## config.mk

```make
export PLATFORM = sky130hd
export DESIGN_NAME = lsms_math
export DESIGN_NICKNAME = d
export VERILOG_FILES = /design/src/rtl/lsms_pkg.sv /design/src/rtl/lsms_math.sv
export SDC_FILE = /design/constraint.sdc
export NUM_CORES = 1
export LEC_CHECK = 0
export ABC_CLOCK_PERIOD_IN_PS = 7100
export BUFFER_PORTS_ARGS = -buffer_cell sky130_fd_sc_hd__buf_2
export CELL_PAD_IN_SITES_DETAIL_PLACEMENT = 2
export CELL_PAD_IN_SITES_GLOBAL_PLACEMENT = 2
export CORE_MARGIN = 3
export CORE_UTILIZATION = 30
export CTS_CLUSTER_SIZE = 10
export DETAILED_ROUTE_END_ITERATION = 12
export GPL_ROUTABILITY_DRIVEN = 0
export PLACE_DENSITY = 0.77
export SYNTH_ARGS = -nofsm -noshare
export SYNTH_HDL_FRONTEND = slang
export SYNTH_SLANG_ARGS = --single-unit
```

## constraint.sdc

```tcl
create_clock -name clock -period 7.1 [get_ports clock]
set_clock_uncertainty 0.1 [all_clocks]
set_input_delay 1.065 -clock clock [delete_from_list [all_inputs] [get_ports clock]]
set_output_delay 1.065 -clock clock [all_outputs]
set_load 0.01 [all_outputs]
```

## src/rtl/lsms_pkg.sv

```systemverilog
// Shared types, widths and codes for the lattice site magnitude statistics block.
package lsms_pkg;

   // Defaults for the top-level parameters
   localparam int MAX_SITES_DEF        = 4096;
   localparam int SAMPLES_PER_SITE_DEF = 8;

   // Field and state widths
   localparam int SUM_W        = 36;
   localparam int SQ_W         = 50;
   localparam int SAMPLE_CNT_W = 20;
   localparam int SET_CNT_W    = 16;
   localparam int SITE_W       = 12;
   localparam int MAG_SQ_W     = 32;
   localparam int OUT_W        = 16;
   localparam int CSR_ADDR_W   = 5;
   localparam int CSR_DATA_W   = 32;

   // Iterative arithmetic unit widths and step counts
   localparam int OPND_W     = 50;
   localparam int MEAN_W     = 36;
   localparam int DIVR_W     = 20;
   localparam int REM_W      = 28;
   localparam int ROOT_W     = 25;
   localparam int PROD_W     = 64;
   localparam int STEP_W     = 6;
   localparam int DIV_STEPS  = 50;
   localparam int SQRT_STEPS = 25;
   localparam int MUL_STEPS  = 36;

   localparam logic [SET_CNT_W-1:0] SET_COUNT_MAX = '1;

   // Opcodes
   localparam logic [1:0] OP_ACCUMULATE = 2'd0;
   localparam logic [1:0] OP_READ       = 2'd1;
   localparam logic [1:0] OP_CLEAR      = 2'd2;

   // Register indexes (byte address bits [4:2])
   localparam logic [2:0] REG_SIZE_DIM0 = 3'd0;
   localparam logic [2:0] REG_SIZE_DIM1 = 3'd1;
   localparam logic [2:0] REG_SIZE_DIM2 = 3'd2;
   localparam logic [2:0] REG_SIZE_DIM3 = 3'd3;
   localparam logic [2:0] REG_PAD_DIM1  = 3'd4;
   localparam logic [2:0] REG_PAD_DIM2  = 3'd5;
   localparam logic [2:0] REG_PAD_DIM3  = 3'd6;

   typedef struct packed {
      logic [1:0]        opcode;
      logic signed [15:0] sample_re;
      logic signed [15:0] sample_im;
      logic [SITE_W-1:0] site_index;
   } req_type;

   typedef struct packed {
      logic [OUT_W-1:0] mean;
      logic [OUT_W-1:0] sigma;
      logic [OUT_W-1:0] mean_error;
      logic             has_data;
   } rsp_type;

   typedef struct packed {
      logic [SUM_W-1:0] sum;
      logic [SQ_W-1:0]  sq_sum;
   } site_word_type;

   typedef enum logic [1:0] {
      MATH_DIV,
      MATH_SQRT,
      MATH_MUL
   } math_op_type;

   typedef struct packed {
      logic              start;
      math_op_type       op;
      logic [OPND_W-1:0] a;
      logic [MEAN_W-1:0] b;
   } math_cmd_type;

   typedef struct packed {
      logic              done;
      logic [PROD_W-1:0] result;
   } math_sts_type;

   typedef enum logic [3:0] {
      ST_CLEAR,
      ST_IDLE,
      ST_ACC_MAG,
      ST_RD_FETCH,
      ST_RD_MEAN,
      ST_RD_MSQ,
      ST_RD_SQR,
      ST_RD_SIG,
      ST_RD_VDIV,
      ST_RD_ERR,
      ST_RD_DONE
   } state_type;

endpackage

```

## src/rtl/lsms_math.sv

```systemverilog
// Shared iterative unit: restoring divide, digit-by-digit square root, shift-add multiply.
module lsms_math
   import lsms_pkg::*;
(
   input  logic         clock,
   input  logic         reset,
   input  math_cmd_type cmd,
   output math_sts_type sts
);

   math_op_type       op_ff, op_in;
   logic [OPND_W-1:0] shreg_ff, shreg_in;
   logic [REM_W-1:0]  rem_ff, rem_in;
   logic [ROOT_W-1:0] root_ff, root_in;
   logic [PROD_W-1:0] mcand_ff, mcand_in;
   logic [PROD_W-1:0] acc_ff, acc_in;
   logic [DIVR_W-1:0] divr_ff, divr_in;
   logic [STEP_W-1:0] cnt_ff, cnt_in;
   logic              busy_ff, busy_in;
   logic              done_ff, done_in;
   logic [DIVR_W:0]   div_trial;
   logic [REM_W-1:0]  sq_trial;
   logic [REM_W-1:0]  sq_try;
   logic [STEP_W-1:0] last_step;

   always_comb begin
      op_in     = op_ff;
      shreg_in  = shreg_ff;
      rem_in    = rem_ff;
      root_in   = root_ff;
      mcand_in  = mcand_ff;
      acc_in    = acc_ff;
      divr_in   = divr_ff;
      cnt_in    = cnt_ff;
      busy_in   = busy_ff;
      done_in   = 1'b0;
      div_trial = {rem_ff[DIVR_W-1:0], shreg_ff[OPND_W-1]};
      sq_trial  = {rem_ff[REM_W-3:0], shreg_ff[OPND_W-1 -: 2]};
      sq_try    = REM_W'({root_ff, 2'b01});
      case (op_ff)
         MATH_DIV:  last_step = STEP_W'(DIV_STEPS - 1);
         MATH_SQRT: last_step = STEP_W'(SQRT_STEPS - 1);
         MATH_MUL:  last_step = STEP_W'(MUL_STEPS - 1);
         default:   last_step = '0;
      endcase

      if (cmd.start) begin
         op_in    = cmd.op;
         shreg_in = cmd.a;
         rem_in   = '0;
         root_in  = '0;
         acc_in   = '0;
         mcand_in = PROD_W'(cmd.b);
         divr_in  = cmd.b[DIVR_W-1:0];
         cnt_in   = '0;
         busy_in  = 1'b1;
      end else if (busy_ff) begin
         cnt_in = cnt_ff + 1'b1;
         if (cnt_ff == last_step) begin
            busy_in = 1'b0;
            done_in = 1'b1;
         end
         case (op_ff)
            MATH_DIV: begin
               if (div_trial >= {1'b0, divr_ff}) begin
                  rem_in   = REM_W'(div_trial - {1'b0, divr_ff});
                  shreg_in = {shreg_ff[OPND_W-2:0], 1'b1};
               end else begin
                  rem_in   = REM_W'(div_trial);
                  shreg_in = {shreg_ff[OPND_W-2:0], 1'b0};
               end
            end
            MATH_SQRT: begin
               shreg_in = {shreg_ff[OPND_W-3:0], 2'b00};
               if (sq_trial >= sq_try) begin
                  rem_in  = sq_trial - sq_try;
                  root_in = {root_ff[ROOT_W-2:0], 1'b1};
               end else begin
                  rem_in  = sq_trial;
                  root_in = {root_ff[ROOT_W-2:0], 1'b0};
               end
            end
            MATH_MUL: begin
               if (shreg_ff[0]) begin
                  acc_in = acc_ff + mcand_ff;
               end
               shreg_in = shreg_ff >> 1;
               mcand_in = mcand_ff << 1;
            end
            default: begin
               busy_in = 1'b0;
            end
         endcase
      end
   end

   always_ff @(posedge clock) begin
      if (reset) begin
         op_ff   <= MATH_DIV;
         busy_ff <= 1'b0;
         done_ff <= 1'b0;
         cnt_ff  <= '0;
      end else begin
         op_ff   <= op_in;
         busy_ff <= busy_in;
         done_ff <= done_in;
         cnt_ff  <= cnt_in;
      end
      shreg_ff <= shreg_in;
      rem_ff   <= rem_in;
      root_ff  <= root_in;
      mcand_ff <= mcand_in;
      acc_ff   <= acc_in;
      divr_ff  <= divr_in;
   end

   always_comb begin
      sts.done = done_ff;
      case (op_ff)
         MATH_DIV:  sts.result = PROD_W'(shreg_ff);
         MATH_SQRT: sts.result = PROD_W'(root_ff);
         MATH_MUL:  sts.result = acc_ff;
         default:   sts.result = '0;
      endcase
   end

endmodule
```

Yosys cells after proc, flatten, opt, wreduce, memory -nomap -nowiden. Cells that the tools add are included.

Output and inout bits: 65. Word-level logic and storage cells: 53. Input bits: 91. Flip-flop bits (word level): 259.

Equality and inequality tests: 3. Magnitude comparators: 2. $add $sub $neg: 4. Reduce and logical (&&, ||, !) cells: 14. Bitwise operators: 1. Multiplexer cells: 18.

Operators by type and width (number): $pmux W64 S3 (1); $pmux W50 S3 (1); $mux W36 (3); $mux W50 (2); $add A64 B64 Y64 (1); $mux W26 (2); $pmux W26 S2 (1); $ge A28 B27 Y1 (1); $sub A26 B26 Y26 (1); $sub A21 B20 Y22 (1); $ge A21 B20 Y1 (1); $pmux W6 S3 (1); $reduce_and A2 Y1 (5); $mux W1 (7); $add A6 B1 Y6 const B (1); $eq A6 B6 Y1 (1); $reduce_bool A2 Y1 (3); $reduce_or A3 Y1 (2); $reduce_bool A4 Y1 (1); $reduce_and A3 Y1 (1); $eq A2 B1 Y1 const B (1); $eq A2 B2 Y1 const B (1); $logic_not A2 Y1 (1); $reduce_or A2 Y1 (1); $not A1 Y1 (1).

Depth between registers and ports, before layout. Gate-level depths: netlist of run 1.

Word-level depth: 7. Gate-level depth with buffers: 17. Gate-level depth less buffers: 15.

Least setup slack after synthesis of run 1. No wires, ideal clock.

Kind: input-to-reg. Start point: input cmd[88] in the netlist's numbering. End point: register shreg_ff[0] (enable). Buffers on the path: 3. Cell stages on the path: 5. Path slack: 3552 ps. Library setup time: 409 ps. Arrival: 3039 ps. Data required time: 6591 ps. Cell sequence: clkbuf_1 clkbuf_1 buf_1 nor2_1 nand2_1.

Word-level cells in the longest chain between the ends: 2. Elaborated cells between the ends (all ways): 3. Classes of those cells: reduce/logical: 3.

RTL lines: start, declared (line lsms_math.sv:7) `input math_cmd_type cmd,`; $reduce_bool A4 Y1 (no source line) / $reduce_bool A2 Y1 (equally long branches); $reduce_and A2 Y1 (no source line) (*); end signal, assigned (line lsms_math.sv:109) `shreg_ff <= shreg_in;`; end, declared (line lsms_math.sv:12) `logic [OPND_W-1:0] shreg_ff, shreg_in;`.

Every way passes the cells marked *; elsewhere a longest branch is shown, timed or not. A chain may end at the register's enable or synchronous reset.

Worst setup path in the final report of run 1.
Start point: register shreg_ff[49]. End point: register rem_ff[0].

Word-level cells in the longest chain between the ends: 3. Elaborated cells between the ends (all ways): 6. Classes of those cells: add/sub: 1; order compare: 2; mux: 3.

RTL lines: $ge A28 B27 Y1 (tied with other cells) (line lsms_math.sv:75) `if (sq_trial >= sq_try) begin`; $mux W26, on equally long branches (line lsms_math.sv:75, lsms_math.sv:65); $pmux W26 S2 (*) (line lsms_math.sv:63) `case (op_ff)`; end signal, assigned (line lsms_math.sv:110) `rem_ff <= rem_in;`; end, declared (line lsms_math.sv:13) `logic [REM_W-1:0] rem_ff, rem_in;`.

Marks and branches as above.

==> impl_metrics.py, run 1 <==
metrics = {
    "synthesis": {
        "syn_nets": 2394,
        "ys_seq_area_share_pct": 35.2,
        "synth_area_per_cell_sq_um": 8.12,
        "ys_types": 82,
        "synth_edf_count": 106,
        "synthCells": 2186,
        "syn_area_sq_mm": 0.0177,
        "ys_ff_latch": 259,
        "synthFlopType": "dfxtp_1",
        "async_flop_share_pct": 0,
        "ys_warn_count": 0,
    },
    "floorplan": {
        "std_cell_rows": 88,
        "die_area_sq_mm": 0.0621,
        "coreArea_sq_mm": 0.0581,
        "die_y_microns": 249,
        "io_pins": 156,
        "die_x_microns": 249,
        "start_util_pct": 30.5,
    },
    "sta": {
        "fmax_ghz": 0.216,
        "hold_viol_final": 0,
        "setup_viol": 0,
        "slew_viol_final": 0,
        "slew_headroom_pct": 29.2,
        "min_period_over_period_pct": 65.1,
        "fin_crit_ns": 4.62,
        "worstMarginPinSlew_ns": 1.06,
        "rsz0062_at_grt": "no",
        "final.setup.worst_slack_ns": 2.48,
        "setup-tns-final_ns": 0,
    },
    "setup_path": {
        "arrival_ns": 5.01,
        "cpPeakStageDelay_ns": 0.58,
        "worstSetupPathType": "reg2reg",
        "worst_path_most_repeated_cell": "inv_1",
        "cp_top_family": "compound AO/OA/AOI/OAI gates",
        "worst-path-stages": 16,
        "rr_worst_depth": 16,
        "slowest_stage": "a21oi_2",
        "path_cells": "inv_1 -> ha_1 -> inv_1 -> fa_1 -> a21o_1 -> a221oi_2 -> o21ai_1 -> a31oi_2 -> nor2_1 -> a31o_1 -> a21oi_2 -> buf_4 -> mux2_2 -> o21ai_0 -> a21oi_1 -> nor3_1",
        "path_buf_inv": 3,
        "cp-end-kind": "register",
        "cp-start-kind": "register",
        "required_ns": 7.48,
        "critPathMaxFanout": 16,
    },
    "finish": {
        "layout.cells.non_filler": 3050,
        "area_growth_pct": 13.7,
        "drive_gt1_share_pct": 12.6,
        "design_area_sq_mm": 0.0202,
        "fin_util_pct": 34.7,
        "n_fill_cell": 6670,
        "multi_input_area_sq_mm": 0.0107,
        "regArea_sq_mm": 0.00625,
        "final_nets": 2465,
    },
    "grt": {
        "first_global_vias": 18600,
        "track_usage_pct": 21.3,
        "antenna_found_initial": 1,
        "overflow": 0,
        "grt_max_degree": 101,
        "grt_pass1_wl_microns": 106000,
    },
    "clocking": {
        "cts-root-buf": "clkbuf_16",
        "cts_sinks": 259,
        "cts_tree": "done",
        "cts-htree-levels": 2,
        "post_cts_resized": 0,
        "clk_latency_ns": 0.56,
        "clock_path_buffers": 3,
        "post_cts_buffers": 0,
        "holdBufCountCts": 0,
        "cts_made_buffers": 35,
        "clk_pin_slew_ns": 0.06,
    },
    "worst_hold_path": {
        "hold_depth": 2,
        "hold_path.class": "reg2reg",
    },
    "run": {
        "max-cap-violations": 0,
    },
    "status": {
        "status": "completed",
    },
    "route": {
        "wl_per_cell_microns": 22.4,
        "vias": 17000,
        "first_pass_iters": 7,
        "drc": 0,
        "via_per_inst": 5.59,
        "antenna_left": 0,
        "finalWirelength_microns": 68200,
        "first_iter_violations": 993,
    },
    "pwr": {
        "power_density_mw_per_mm2": 225,
        "ir_worst_vdd_uv": 126,
        "leakagePower_nw": 8.04,
    },
    "place": {
        "place_inst": 2984,
        "post-place-ws_ns": 2.52,
        "dp_hpwl_microns": 50300,
        "placed_area_sq_mm": 0.0191,
        "port_buffers": 155,
    },
}
worst paths after layout:
kind	end	slack [ns]	start
worst max-delay path	rem_ff[0]	2.48	shreg_ff[49]
worst min-delay path	mcand_ff[41]	0.38	mcand_ff[40]
worst max register to register	rem_ff[0]	2.48	shreg_ff[49]
worst min register to register	mcand_ff[41]	0.38	mcand_ff[40]
sequential cells by signal, summed over array words and instances (netlist names):
register / count
root_ff: 25
busy_ff: 1
done_ff: 1
cnt_ff: 6
acc_ff: 64
shreg_ff: 50
op_ff: 2
rem_ff: 26
divr_ff: 20
mcand_ff: 64
through the flow:
step | total power [mW] | hold slack [ns]
6_report | 4.54 | 0.377
5_1_grt | 4.77 | 0.400
4_1_cts | 4.57 | 0.379
3_5_place_dp | 2.89 | 0.370
3_3_place_gp | 2.84 | 0.352
2_1_floorplan | 2.49 | 0.344
report_power, final:
part           switching (mW)  internal, mW  leakage [nW]
logic                   0.702         0.414          5.25
registers               0.106          1.66          2.30
clock network           0.723         0.937         0.501
total                    1.53          3.01          8.04
placed cells by master, fill, tap and decap left out, types with 15 or more instances in the layout:
cell / count
a211oi_1: 26
a21o_1: 55
a21oi_1: 208
a222oi_1: 25
a22oi_1: 73
and2_1: 26
buf_2: 154
buf_4: 18
clkbuf_16: 36
dfxtp_1: 153
edfxtp_1: 106
ha_1: 111
inv_1: 71
mux2_2: 38
nand2_1: 399
nand2b_1: 16
nand3_1: 34
nand4_1: 19
nor2_1: 144
nor3_1: 24
o211ai_1: 26
o21a_1: 18
o21ai_0: 182
o21bai_1: 15
xnor2_1: 51
xor2_1: 47
kinds of logic after synthesis:
group           share of synthesized area, %
buf+inv                                 4.71
fa+ha+maj                               8.34
simple gates                            17.6
mux                                     3.15
xor+xnor                                4.84
compound gates                          26.1
flops                                   35.2
routing by layer:
layer / track usage (%) / part of all wire (%) / up-vias / wire length (microns)
li1: - / - / 8024 / -
met1: 26.4 / 44 / 8572 / 29900
met2: 37.5 / 49 / 318 / 33500
met3: 2.68 / 3.2 / 123 / 2190
met4: 8.12 / 3.9 / 0 / 2640
met5: 0 / 0 / - / 0
Yosys cell counts, types with 26 or more instances:
cell type | number | share of area [%]
nand3_1 | 34 | 0.96
and2_1 | 26 | 0.92
mux2_2 | 38 | 2.4
xor2_1 | 47 | 2.3
a22oi_1 | 73 | 3.1
inv_1 | 71 | 1.5
ha_1 | 115 | 8.1
xnor2_1 | 51 | 2.5
dfxtp_1 | 153 | 17
a211oi_1 | 26 | 1.1
clkbuf_1 | 104 | 2.2
nor2_1 | 144 | 3.0
a21o_1 | 55 | 2.3
nand2_1 | 401 | 8.5
a21oi_1 | 209 | 5.9
o21ai_0 | 183 | 5.2
edfxtp_1 | 106 | 18
o211ai_1 | 26 | 1.1
worst register-to-register path: stages (launching register included):
cell and delay [ns]:
edfxtp_1 0.46, inv_1 0.19, ha_1 0.20, inv_1 0.06
fa_1 0.41, a21o_1 0.20, a221oi_2 0.43, o21ai_1 0.18
a31oi_2 0.32, nor2_1 0.08, a31o_1 0.21, a21oi_2 0.58
buf_4 0.32, mux2_2 0.35, o21ai_0 0.18, a21oi_1 0.08
nor3_1 0.19
area by class of cell:
type | instances | share of cell area [%]
inverter | 71 | 1.32
multi-input combinational | 1716 | 53.2
clock buffer | 49 | 4.71
tap | 765 | 4.75
sequential | 259 | 31.0
timing repair buffer | 174 | 4.64
clock inverter | 15 | 0.410
antenna | 1 | 0.0124
(Power assumes the default switching activity.)
==> run 2: changes to the inputs <==
- ABC_CLOCK_PERIOD_IN_PS: 7100 -> 4100
- PLACE_DENSITY: 0.77 -> 0.79
- clock period: 7.1 -> 4.1 ns (I/O delays scaled with it)
==> run 2 against run 1 <==
Against the previous run: die area is the same; clock power increased by 83%; hold slack got worse by 0.20 ns; clock-buffer cell count is 7 higher; total power is 77% higher; flip-flop and latch count unchanged; setup slack worse by 2.2 ns; non-clock buffer count grew 13; register-to-register slack worse by 2.2 ns; via count increased by 1.2%; critical path type unchanged; largest power group unchanged; highest routed layer is now met5.
==> impl_metrics.py, run 2 (same netlist as run 1, synthesis figures left out) <==
metrics = {
    "finish": {
        "area_growth_pct": 14.8,
        "n_fill_cell": 6646,
        "final_cell_mix": "399 x nand2_1, 207 x a21oi_1, 182 x o21ai_0, 154 x buf_2, 153 x dfxtp_1",
        "top_regs": "acc_ff (64), mcand_ff (64), shreg_ff (50)",
        "final_nets": 2478,
        "fin_util_pct": 35.0,
        "drive_gt1_share_pct": 13.3,
        "final_common_cell": "nand2_1",
    },
    "sta": {
        "setup-tns-final_ns": 0,
        "rsz0062_at_grt": "no",
        "setup_viol": 0,
        "min_period_over_period_pct": 92.9,
        "slew_headroom_pct": 27.9,
        "fin_crit_ns": 3.81,
        "fmax_ghz": 0.262,
        "worstMarginPinSlew_ns": 1.08,
        "slew_viol_final": 0,
        "hold_viol_final": 0,
        "final.setup.worst_slack_ns": 0.290,
    },
    "route": {
        "first_iter_violations": 1090,
        "wl_per_cell_microns": 22.9,
        "first_pass_iters": 6,
        "vias": 17200,
        "drc": 0,
        "antenna_left": 0,
        "finalWirelength_microns": 70200,
        "via_per_inst": 5.63,
    },
    "setup_path": {
        "r2r_slack_ns": 0.29,
        "cpPeakStageDelay_ns": 0.81,
        "required_ns": 4.45,
        "worstSetupPathType": "reg2reg",
        "slowest_stage": "a2111oi_0",
        "path_cells": "ha_1 -> nor2b_1 -> o21a_1 -> o21ai_0 -> a21oi_1 -> a2111oi_0 -> o41ai_1 -> a21oi_1 -> o21bai_1 -> xor2_1 -> nor4_1 -> a2111oi_1",
        "worst_path_most_repeated_cell": "a21oi_1",
        "arrival_ns": 4.16,
        "cp-start-kind": "register",
        "cp-end-kind": "register",
        "critPathMaxFanout": 6,
    },
    "place": {
        "post-place-ws_ns": 0.179,
        "dp_hpwl_microns": 52100,
        "port_buffers": 155,
    },
    "clocking": {
        "cts-root-buf": "clkbuf_16",
        "clk_pin_slew_ns": 0.07,
        "clk_latency_ns": 0.57,
        "cts_made_buffers": 35,
        "holdBufCountCts": 0,
        "clock_path_buffers": 3,
        "cts-htree-levels": 2,
        "cts_tree": "done",
        "cts_sinks": 259,
    },
    "pwr": {
        "power_density_mw_per_mm2": 395,
        "ir_worst_vdd_uv": 234,
        "leakagePower_nw": 8.14,
    },
    "status": {
        "status": "completed",
    },
    "floorplan": {
        "start_util_pct": 30.5,
        "io_pins": 156,
        "die_x_microns": 249,
        "std_cell_rows": 88,
        "coreArea_sq_mm": 0.0581,
        "die_area_sq_mm": 0.0621,
        "die_y_microns": 249,
    },
    "grt": {
        "grt_pass1_wl_microns": 110000,
        "antenna_found_initial": 2,
        "grt_max_degree": 133,
        "first_global_vias": 18800,
        "track_usage_pct": 22.0,
        "overflow": 0,
    },
    "worst_hold_path": {
        "hold_path.class": "in2reg",
    },
    "run": {
        "max-cap-violations": 0,
    },
}
run 2: cell count changes in the layout (fill, tap and decap cells not counted), moves of 2 or more:
cell / before / now
clkbuf_1: 13 / 16
inv_6: 2 / 0
clkbuf_8: 0 / 3
clkinv_1: 9 / 2
buf_12: 0 / 3
buf_4: 18 / 29
run 2: final cells by class:
class	instances	area [sq um]	share of cell area, %
antenna	1	2.50	0.0123
clock buffer	56	1030	5.05
clock inverter	6	52.6	0.258
inverter	71	267	1.31
multi-input combinational	1716	10700	52.8
sequential	259	6250	30.7
tap	765	957	4.70
timing repair buffer	187	1060	5.22
run 2: worst paths after layout:
path / cells after the start / to / startpoint
worst max-delay path: 12 / rem_ff[19] / rem_ff[0]
worst min-delay path: 1 / divr_ff[9] / cmd[9]
worst max register to register: 12 / rem_ff[19] / rem_ff[0]
worst min register to register: 2 / mcand_ff[42] / mcand_ff[41]
run 2: what timing repair did:
| item | in CTS | in global routing |
|---|---|---|
| setup buffers | 0 | 1 |
| resized for setup | 0 | 4 |
| setup endpoints to repair | 0 | 15 |
run 2: critical path, delay by kind of cell, from the launching register on:
kind | cells | cell delay [ns]
DFF | 1 | 0.47
xor gates and xnor gates | 1 | 0.16
and+or+nand+nor | 2 | 0.22
AOI/OAI and AO/OA | 8 | 2.46
adders and majority gates | 1 | 0.29
run 2: routing by layer:
layer	wire (microns)	vias up	global-route usage [%]
li1	-	8054	-
met1	30800	8759	27.5
met2	34500	319	38.6
met3	2410	107	3.21
met4	2410	2	7.73
met5	9	-	0
run 2: where the power goes:
| part | leakage (nW) | switching, mW | internal [mW] |
|---|---|---|---|
| logic | 5.32 | 1.24 | 0.734 |
| registers | 2.30 | 0.182 | 2.87 |
| clock network | 0.525 | 1.25 | 1.77 |
run 2: per-stage QoR:
step | instances | cell area [sq um] | total power [mW] | hold WS, ns
2_1_floorplan | 2186 | 17700 | 4.31 | 0.344
3_3_place_gp | 2997 | 19200 | 4.96 | 0.362
3_5_place_dp | 2997 | 19200 | 5.05 | 0.371
4_1_cts | 3059 | 20300 | 8.11 | 0.155
5_1_grt | 3060 | 20400 | 8.43 | 0.153
6_report | 3061 | 20400 | 8.05 | 0.175
